--- src/rtl/dmn_pkg.sv ---
`timescale 1ns / 1ps
// ----------------------------------------------------------------------------
// dmn_pkg - shared definitions for the debounced menu navigator
// Button bit positions, field widths, parameter defaults and the result type.
// ----------------------------------------------------------------------------
package dmn_pkg;

  // Fixed field widths
  localparam int RawW  = 9;   // raw_levels / buttons_down
  localparam int IdxW  = 8;   // menu_count, selected_index, window_offset
  localparam int MaxButtons = 16;

  // Parameter defaults
  localparam int NumButtonsDef  = 9;
  localparam int VisibleRowsDef = 4;
  localparam int HistoryBitsDef = 8;

  // Reset value of the menu count register
  localparam logic [IdxW-1:0] MenuCountRst = 8'd1;

  // Button positions in the level vector
  localparam int BtnOk     = 0;
  localparam int BtnCancel = 1;
  localparam int BtnZPlus  = 6;
  localparam int BtnZMinus = 7;

  // One result item
  typedef struct packed {
    logic [RawW-1:0] buttons_down;
    logic            select_event;
    logic            cancel_event;
    logic [IdxW-1:0] selected_index;
    logic [IdxW-1:0] window_offset;
    logic            redraw;
    logic            beep;
  } result_t;

endpackage

--- src/rtl/dmn_debounce.sv ---
`timescale 1ns / 1ps
// ----------------------------------------------------------------------------
// dmn_debounce - shift register debouncer bank
// Each button shifts its raw level into a history; all ones releases, all
// zeros presses, anything else holds. Next state is shown combinationally and
// committed on update_i.
// ----------------------------------------------------------------------------
module dmn_debounce #(
  parameter int NUM_BUTTONS  = dmn_pkg::NumButtonsDef,
  parameter int HISTORY_BITS = dmn_pkg::HistoryBitsDef
) (
  input  logic                   clk_i,
  input  logic                   rst_ni,
  input  logic                   update_i,
  input  logic [NUM_BUTTONS-1:0] raw_i,
  output logic [NUM_BUTTONS-1:0] pressed_o,
  output logic [NUM_BUTTONS-1:0] toggled_o
);

  logic [HISTORY_BITS-1:0] hist_q [NUM_BUTTONS];
  logic [HISTORY_BITS-1:0] hist_d [NUM_BUTTONS];
  logic [NUM_BUTTONS-1:0]  pressed_q, pressed_d;

  // Shift in the new sample and classify each history
  always_comb begin
    for (int i = 0; i < NUM_BUTTONS; i++) begin
      hist_d[i] = {hist_q[i][HISTORY_BITS-2:0], raw_i[i]};
      if (&hist_d[i]) begin
        pressed_d[i] = 1'b0;
      end else if (~|hist_d[i]) begin
        pressed_d[i] = 1'b1;
      end else begin
        pressed_d[i] = pressed_q[i];
      end
    end
  end

  assign pressed_o = pressed_d;
  assign toggled_o = pressed_d ^ pressed_q;

  // History and debounced state registers
  always_ff @(posedge clk_i or negedge rst_ni) begin
    if (!rst_ni) begin
      for (int i = 0; i < NUM_BUTTONS; i++) begin
        hist_q[i] <= '1;
      end
      pressed_q <= '0;
    end else if (update_i) begin
      for (int i = 0; i < NUM_BUTTONS; i++) begin
        hist_q[i] <= hist_d[i];
      end
      pressed_q <= pressed_d;
    end
  end

endmodule

--- src/rtl/debounced_menu_navigator_core.sv ---
`timescale 1ns / 1ps
// ----------------------------------------------------------------------------
// debounced_menu_navigator_core - button debouncer and menu cursor
// Debounces nine active-low buttons, consumes one press per item and moves a
// clamped selection with a scrolling row window.
// ----------------------------------------------------------------------------
//  Channel | Handshake             | Payload
//  --------+-----------------------+----------------------------------------
//  in      | in_valid_i/in_ready_o | raw_levels_i
//  out     | out_valid_o/out_ready_i | buttons_down_o, select_event_o,
//          |                       | cancel_event_o, selected_index_o,
//          |                       | window_offset_o, redraw_o, beep_o
//  cfg     | cfg_we_i              | cfg_wdata_i (menu_count)
//
// One item per cycle sustained while out_ready_i is high. The input register
// takes the accepted item; the result register then loads, raising out_valid_o.
// All state updates happen in the single pass between those two registers.
// Reset puts every history at released, clears flags, selection and window,
// and sets menu_count to 1; there is no clearing pass. An output stall holds
// the result, one more item waits in the input register, then in_ready_o drops.
// ----------------------------------------------------------------------------
module debounced_menu_navigator_core #(
  parameter int NUM_BUTTONS  = dmn_pkg::NumButtonsDef,
  parameter int VISIBLE_ROWS = dmn_pkg::VisibleRowsDef,
  parameter int HISTORY_BITS = dmn_pkg::HistoryBitsDef
) (
  input  logic                        clk_i,
  input  logic                        rst_ni,
  // configuration
  input  logic                        cfg_we_i,
  input  logic [dmn_pkg::IdxW-1:0]    cfg_wdata_i,
  // input items
  input  logic                        in_valid_i,
  output logic                        in_ready_o,
  input  logic [dmn_pkg::RawW-1:0]    raw_levels_i,
  // result items
  output logic                        out_valid_o,
  input  logic                        out_ready_i,
  output logic [dmn_pkg::RawW-1:0]    buttons_down_o,
  output logic                        select_event_o,
  output logic                        cancel_event_o,
  output logic [dmn_pkg::IdxW-1:0]    selected_index_o,
  output logic [dmn_pkg::IdxW-1:0]    window_offset_o,
  output logic                        redraw_o,
  output logic                        beep_o
);

  localparam int IdxW = dmn_pkg::IdxW;
  localparam int MaxB = dmn_pkg::MaxButtons;
  localparam int SumW = $clog2((1 << IdxW) + VISIBLE_ROWS);

  // Handshake and stage control
  logic s1_valid_q;
  logic out_valid_q;
  logic s1_adv;
  logic in_fire;

  logic [dmn_pkg::RawW-1:0] raw_q;
  logic [IdxW-1:0]          menu_q;

  logic [NUM_BUTTONS-1:0] changed_q, changed_d;
  logic [IdxW-1:0]        sel_q, sel_d;
  logic [IdxW-1:0]        win_q, win_d;

  dmn_pkg::result_t res_q, res_d;

  assign s1_adv     = s1_valid_q && (!out_valid_q || out_ready_i);
  assign in_ready_o = !s1_valid_q || s1_adv;
  assign in_fire    = in_valid_i && in_ready_o;

  // Debouncer bank
  logic [MaxB-1:0]        raw_pad;
  logic [NUM_BUTTONS-1:0] pressed_n, toggled_n;

  assign raw_pad = MaxB'(raw_q);

  dmn_debounce #(
    .NUM_BUTTONS (NUM_BUTTONS),
    .HISTORY_BITS(HISTORY_BITS)
  ) u_debounce (
    .clk_i    (clk_i),
    .rst_ni   (rst_ni),
    .update_i (s1_adv),
    .raw_i    (raw_pad[NUM_BUTTONS-1:0]),
    .pressed_o(pressed_n),
    .toggled_o(toggled_n)
  );

  // Press consumption, selection clamp and window follow
  logic [MaxB-1:0]  press_pad;
  logic [MaxB-1:0]  taken;
  logic             take_ok, take_cancel, take_zm, take_zp;
  logic [IdxW:0]    sel_w, count_w;
  logic             beep;
  logic [IdxW-1:0]  win_base;
  logic [SumW-1:0]  win_lim;
  logic             win_move;

  always_comb begin
    press_pad = MaxB'(pressed_n & (changed_q | toggled_n));

    take_ok     = press_pad[dmn_pkg::BtnOk];
    take_cancel = !take_ok && press_pad[dmn_pkg::BtnCancel];
    take_zm     = !take_ok && !take_cancel && press_pad[dmn_pkg::BtnZMinus];
    take_zp     = !take_ok && !take_cancel && !take_zm && press_pad[dmn_pkg::BtnZPlus];

    taken = '0;
    taken[dmn_pkg::BtnOk]     = take_ok;
    taken[dmn_pkg::BtnCancel] = take_cancel;
    taken[dmn_pkg::BtnZMinus] = take_zm;
    taken[dmn_pkg::BtnZPlus]  = take_zp;
    changed_d = (changed_q | toggled_n) & ~taken[NUM_BUTTONS-1:0];

    // candidate selection, low end clamped here
    beep = 1'b0;
    if (take_cancel) begin
      sel_w = '0;
    end else if (take_zm) begin
      sel_w = {1'b0, sel_q} + (IdxW+1)'(1);
    end else if (take_zp) begin
      if (sel_q == '0) begin
        sel_w = '0;
        beep  = 1'b1;
      end else begin
        sel_w = {1'b0, sel_q} - (IdxW+1)'(1);
      end
    end else begin
      sel_w = {1'b0, sel_q};
    end

    // high end: a zero count behaves as one
    count_w = (menu_q == '0) ? (IdxW+1)'(1) : {1'b0, menu_q};
    if (sel_w >= count_w) begin
      sel_w = count_w - (IdxW+1)'(1);
      beep  = 1'b1;
    end
    sel_d = sel_w[IdxW-1:0];

    // window moves at most one row per item
    win_base = take_cancel ? '0 : win_q;
    win_lim  = SumW'(win_base) + SumW'(VISIBLE_ROWS);
    win_move = 1'b1;
    if (SumW'(sel_d) >= win_lim) begin
      win_d = win_base + IdxW'(1);
    end else if (sel_d < win_base) begin
      win_d = win_base - IdxW'(1);
    end else begin
      win_d    = win_base;
      win_move = 1'b0;
    end

    res_d.buttons_down   = dmn_pkg::RawW'(MaxB'(pressed_n));
    res_d.select_event   = take_ok;
    res_d.cancel_event   = take_cancel;
    res_d.selected_index = sel_d;
    res_d.window_offset  = win_d;
    res_d.redraw         = take_cancel || take_zm || take_zp || win_move;
    res_d.beep           = beep;
  end

  // Control and state registers
  always_ff @(posedge clk_i or negedge rst_ni) begin
    if (!rst_ni) begin
      s1_valid_q  <= 1'b0;
      out_valid_q <= 1'b0;
      menu_q      <= dmn_pkg::MenuCountRst;
      changed_q   <= '0;
      sel_q       <= '0;
      win_q       <= '0;
    end else begin
      if (cfg_we_i) begin
        menu_q <= cfg_wdata_i;
      end
      if (in_fire) begin
        s1_valid_q <= 1'b1;
      end else if (s1_adv) begin
        s1_valid_q <= 1'b0;
      end
      if (s1_adv) begin
        out_valid_q <= 1'b1;
        changed_q   <= changed_d;
        sel_q       <= sel_d;
        win_q       <= win_d;
      end else if (out_ready_i) begin
        out_valid_q <= 1'b0;
      end
    end
  end

  // Payload registers
  always_ff @(posedge clk_i) begin
    if (in_fire) begin
      raw_q <= raw_levels_i;
    end
    if (s1_adv) begin
      res_q <= res_d;
    end
  end

  assign out_valid_o      = out_valid_q;
  assign buttons_down_o   = res_q.buttons_down;
  assign select_event_o   = res_q.select_event;
  assign cancel_event_o   = res_q.cancel_event;
  assign selected_index_o = res_q.selected_index;
  assign window_offset_o  = res_q.window_offset;
  assign redraw_o         = res_q.redraw;
  assign beep_o           = res_q.beep;

endmodule

--- config.mk ---
export PLATFORM = sky130hd
export DESIGN_NAME = debounced_menu_navigator_core
export DESIGN_NICKNAME = d
export VERILOG_FILES = /design/src/rtl/dmn_pkg.sv /design/src/rtl/dmn_debounce.sv /design/src/rtl/debounced_menu_navigator_core.sv
export SDC_FILE = /design/constraint.sdc
export NUM_CORES = 1
export LEC_CHECK = 0
export BUFFER_PORTS_ARGS = -buffer_cell sky130_fd_sc_hd__buf_2
export CAP_MARGIN = 10
export CORE_MARGIN = 5
export CORE_UTILIZATION = 35
export CTS_BUF_LIST = sky130_fd_sc_hd__clkbuf_4 sky130_fd_sc_hd__clkbuf_8
export CTS_CLUSTER_SIZE = 24
export DETAILED_ROUTE_END_ITERATION = 10
export SLEW_MARGIN = 20
export SYNTH_ARGS = -nofsm -noshare
export SYNTH_HDL_FRONTEND = slang
export SYNTH_SLANG_ARGS = --single-unit
--- constraint.sdc ---
create_clock -name clk_i -period 6.7 [get_ports clk_i]
set_input_delay 1.34 -clock clk_i [delete_from_list [all_inputs] [get_ports clk_i]]
set_output_delay 1.34 -clock clk_i [all_outputs]
set_load 0.02 [all_outputs]
==> out/summary.txt <==
Vert. Die Dim = 156 µm
hpwl dp = 11100 µm
clock transition at the register clock pins on the worst setup and hold paths after CTS = 0.09 ns
clock buffer count from CTS = 17
power density over the cells = 464 nW/µm²
Yosys top cell area share = 22.6%
result of the run = finished clean
Worst Skew = 0.0156 ns
number of nets in the synthesized netlist = 840
clk buf depth = 2
critical path fanouts, max = 12
unrepaired setup endpoints after global routing = false
startpoint of the worst-slack reg-to-reg timing path = raw_q[7]$_DFFE_PP_
Crit Path Category = flip-flop to flip-flop
sequential share of the synthesized area = 50.8%
arrival time of the worst setup path = 6.26 ns
Hold Path Origin = u_debounce.hist_d[66]$_DFFE_PN1P_
final hold viol count = 0
diode insertion count for antenna repair = 0
number of setup buffers added after CTS = 0
global-route usage over all layers = 14.1%
cell area after technology mapping = 7430 µm²
category of the worst setup path launch point = flip-flop
pin slew with the least headroom to its limit = 0.938 ns
GPL Wtd Cong = 0.866
horizontal extent of the die = 156 µm
largest net degree at the start of global routing = 91
per-cell routed wire length = 14.5 µm
Clock H-tree levels = 4
layout overhead on the synthesized area = 12.6%
Post-Route Setup TNS = 0 ns
Detailed Route WL = 16400 µm
area of combinational cells with multiple inputs = 3440 µm²
final max-slew violation count = 0
synth warn = 0
Synth cell types = 75
Skew-Pair Late Insertion Delay = 0.46 ns
required time of the critical path = 6.89 ns
Leakage = 3.65 nW
final critical-path share of the clock period = 90.6%
starting density of the core = 35.5%
DR vias = 5694
first-pass GRT wire length = 27800 µm
launch point of the critical path = raw_q[7]$_DFFE_PP_
overall die area = 24300 µm²
net count reported at finish = 889
cell taking the most area after synthesis = sky130_fd_sc_hd__dfstp_2
CP endpoint kind = flip-flop
maximum operating frequency = 165 MHz
CTS Sinks = 140
antenna violations before repair = 0
Layout Utilization = 39.9%
total congestion overflow = 0
buffers added on ports = 52
Detailed Route Iter0 Violations = 309
Post-synth top flop = sky130_fd_sc_hd__dfstp_2
floorplan row count = 53
highest ir drop seen on vdd = 0.170 mV
number of global-route vias before repair = 5472
EDFF count, synth = 38
Final setup violation count = 0
register-to-register setup slack = 0.63 ns
remaining number of nets flagged by the antenna check after routing = 0
worst slew slack as a fraction of its limit = 37.5%
Residual DRC = 0
fin crit period = 6.07 ns
top cells by area in the synthesized netlist = sky130_fd_sc_hd__dfstp_2 (23%), sky130_fd_sc_hd__edfxtp_1 (15%), sky130_fd_sc_hd__dfrtp_1 (13%)
fraction of final layout cells with drive strength greater than 1 = 23.1%
I/O pins = 53
detail-routed via count per cell = 5.06
Clock Root Buffer = sky130_fd_sc_hd__clkbuf_8
number of instances in the synthesized netlist = 789
iteration count of the initial detailed-routing pass = 4
number of flip-flops and latches in the synthesized netlist = 140
async set-reset flop share out of synthesis = 72.9%
CTS tree = built
Floorplan Core Area = 21000 µm²
max-cap check violation count = 0
type of the worst min-delay path = flip-flop to flip-flop
area of all sequential standard cells = 3770 µm²
total of fill cells in the finished design = 2116
mean instance size in the synthesized netlist = 9.42 µm²
==> metrics by stage <==
stage,setup WS [ns],cells,total power [mW],hold WS (ns),instance area (µm²)
2_1_floorplan,1.05,789,2.74,0.442,7430
3_3_place_gp,0.569,1094,3.19,0.452,7980
3_5_place_dp,0.411,1094,3.21,0.452,7980
4_1_cts,0.378,1126,3.90,0.465,8360
5_1_grt,0.146,1126,4.21,0.485,8370
6_report,0.628,1126,3.88,0.464,8370
==> worst max-delay path: stages, from the launching register on <==
cell	delay, ns
sky130_fd_sc_hd__edfxtp_1	0.44
sky130_fd_sc_hd__nor4_2	0.38
sky130_fd_sc_hd__a31oi_1	0.24
sky130_fd_sc_hd__o22ai_2	0.33
sky130_fd_sc_hd__or2_1	0.34
sky130_fd_sc_hd__nor2_1	0.11
sky130_fd_sc_hd__o311ai_2	0.30
sky130_fd_sc_hd__ha_1	0.29
sky130_fd_sc_hd__nand2b_1	0.14
sky130_fd_sc_hd__a211oi_1	0.24
sky130_fd_sc_hd__o21a_1	0.15
sky130_fd_sc_hd__o21ai_0	0.13
sky130_fd_sc_hd__a221o_2	0.49
sky130_fd_sc_hd__mux2i_1	0.42
sky130_fd_sc_hd__ha_1	0.32
sky130_fd_sc_hd__a21o_1	0.18
sky130_fd_sc_hd__a221o_1	0.36
sky130_fd_sc_hd__a41oi_1	0.17
sky130_fd_sc_hd__buf_4	0.19
sky130_fd_sc_hd__o221ai_1	0.22
sky130_fd_sc_hd__and2_1	0.24
sky130_fd_sc_hd__xor2_1	0.14
==> final cells by class <==
cell class	count	share of cell area [%]
flip-flops and latches	140	45.1
multi-input cells	591	41.1
well taps	275	4.11
repair buffers	60	3.86
clock buffers	18	2.96
clock inverters	14	1.60
inverters	28	1.30
==> routing by layer <==
metal	vias up	GRT usage (%)	share of wire [%]
met5	-	0	0
met3	21	2.86	3.6
li1	2864	-	-
met1	2712	19.3	48
met2	97	22.1	47
met4	0	5.09	1.6
==> cells in the final DEF, fill, tap and decap left out, types with 6 or more instances in the layout <==
cell type                  netlist  final
sky130_fd_sc_hd__buf_2           2     51
sky130_fd_sc_hd__xor2_1          7      7
sky130_fd_sc_hd__nand3_1        17     17
sky130_fd_sc_hd__nand2b_1        8      8
sky130_fd_sc_hd__nand4_1        17     17
sky130_fd_sc_hd__clkbuf_8        0     18
sky130_fd_sc_hd__inv_1          27     26
sky130_fd_sc_hd__a21o_1          6      6
sky130_fd_sc_hd__a21oi_1        33     33
sky130_fd_sc_hd__edfxtp_1       38     38
sky130_fd_sc_hd__buf_4           0      9
sky130_fd_sc_hd__nor4_1         13     13
sky130_fd_sc_hd__o211ai_1        9      9
sky130_fd_sc_hd__nor3_1         20     20
sky130_fd_sc_hd__or3_1           6      6
sky130_fd_sc_hd__and2_1          6      6
sky130_fd_sc_hd__dfrtp_1        38     38
sky130_fd_sc_hd__xnor2_1        11     11
sky130_fd_sc_hd__nand2_1       253    252
sky130_fd_sc_hd__ha_1           29     29
sky130_fd_sc_hd__nor2_1         27     27
sky130_fd_sc_hd__mux2_2          7      7
sky130_fd_sc_hd__o21ai_0        27     27
sky130_fd_sc_hd__dfstp_2        64     64
==> flip-flops by register name, indices dropped and copies added, names as in the netlist <==
| register | count |
|---|---|
| win_q | 8 |
| beep_o | 1 |
| u_debounce.hist_d | 63 |
| u_debounce.pressed_q | 9 |
| changed_q | 4 |
| window_offset_o | 8 |
| buttons_down_o | 9 |
| sel_q | 8 |
| select_event_o | 1 |
| selected_index_o | 8 |
| raw_q | 9 |
| menu_q | 8 |
| cancel_event_o | 1 |
| out_valid_o | 1 |
| redraw_o | 1 |
| s1_valid_q | 1 |
==> power breakdown <==
part           switching, mW  leakage (nW)  internal, mW
clock network          0.363         0.193         0.311
registers              0.229          1.48          1.25
logic                   1.05          1.98         0.680
total                   1.64          3.65          2.24
==> worst paths after layout <==
check	end	cells past startpoint
setup / recovery	window_offset_o[5]$_DFFE_PP_	21
hold / removal	u_debounce.hist_d[67]$_DFFE_PN1P_	2
setup reg to reg	window_offset_o[5]$_DFFE_PP_	21
hold reg to reg	u_debounce.hist_d[67]$_DFFE_PN1P_	2
max in group asynchronous	win_q[0]$_DFFE_PN0P_	2
min in group asynchronous	u_debounce.pressed_q[5]$_DFFE_PN0P_	1
==> logic make-up (layout without fill, tap and decap cells) <==
family / after synthesis / in the layout / synth area share [%]
compound gates: 134 / 134 / 12.7
mux: 12 / 12 / 1.73
fa+ha+maj: 29 / 29 / 4.88
flops: 140 / 140 / 50.8
simple gates: 398 / 398 / 24.7
buf+inv: 58 / 120 / 3.18
xor+xnor: 18 / 18 / 2.12
==> cells in the mapped netlist, types with 3 or more instances <==
library cell and number:
sky130_fd_sc_hd__inv_1 27, sky130_fd_sc_hd__xnor2_1 11, sky130_fd_sc_hd__a21o_1 6, sky130_fd_sc_hd__and2_1 6
sky130_fd_sc_hd__o221ai_1 4, sky130_fd_sc_hd__clkbuf_1 20, sky130_fd_sc_hd__dfstp_2 64, sky130_fd_sc_hd__nor4_1 13
sky130_fd_sc_hd__nand2b_1 8, sky130_fd_sc_hd__and3_1 5, sky130_fd_sc_hd__edfxtp_1 38, sky130_fd_sc_hd__a221oi_1 3
sky130_fd_sc_hd__nand3_1 17, sky130_fd_sc_hd__mux2i_1 5, sky130_fd_sc_hd__buf_1 6, sky130_fd_sc_hd__xor2_1 7
sky130_fd_sc_hd__nor4_2 4, sky130_fd_sc_hd__a31oi_1 5, sky130_fd_sc_hd__o21bai_1 3, sky130_fd_sc_hd__nand4_1 17
sky130_fd_sc_hd__o211ai_1 9, sky130_fd_sc_hd__or2_2 4, sky130_fd_sc_hd__o31ai_1 3, sky130_fd_sc_hd__ha_1 29
sky130_fd_sc_hd__mux2_2 7, sky130_fd_sc_hd__dfrtp_1 38, sky130_fd_sc_hd__nor3_1 20, sky130_fd_sc_hd__o21a_1 4
sky130_fd_sc_hd__a211o_1 3, sky130_fd_sc_hd__o21ai_1 4, sky130_fd_sc_hd__a21oi_1 33, sky130_fd_sc_hd__or3_1 6
sky130_fd_sc_hd__nor2_1 27, sky130_fd_sc_hd__nand2_1 253, sky130_fd_sc_hd__o21ai_0 27
==> repair_timing <==
item	4_1_cts	5_1_grt
hold buffers	0	0
endpoints found under the setup margin	0	5
gates resized for setup	0	2
Note: power is estimated with default switching activity, not from simulation.
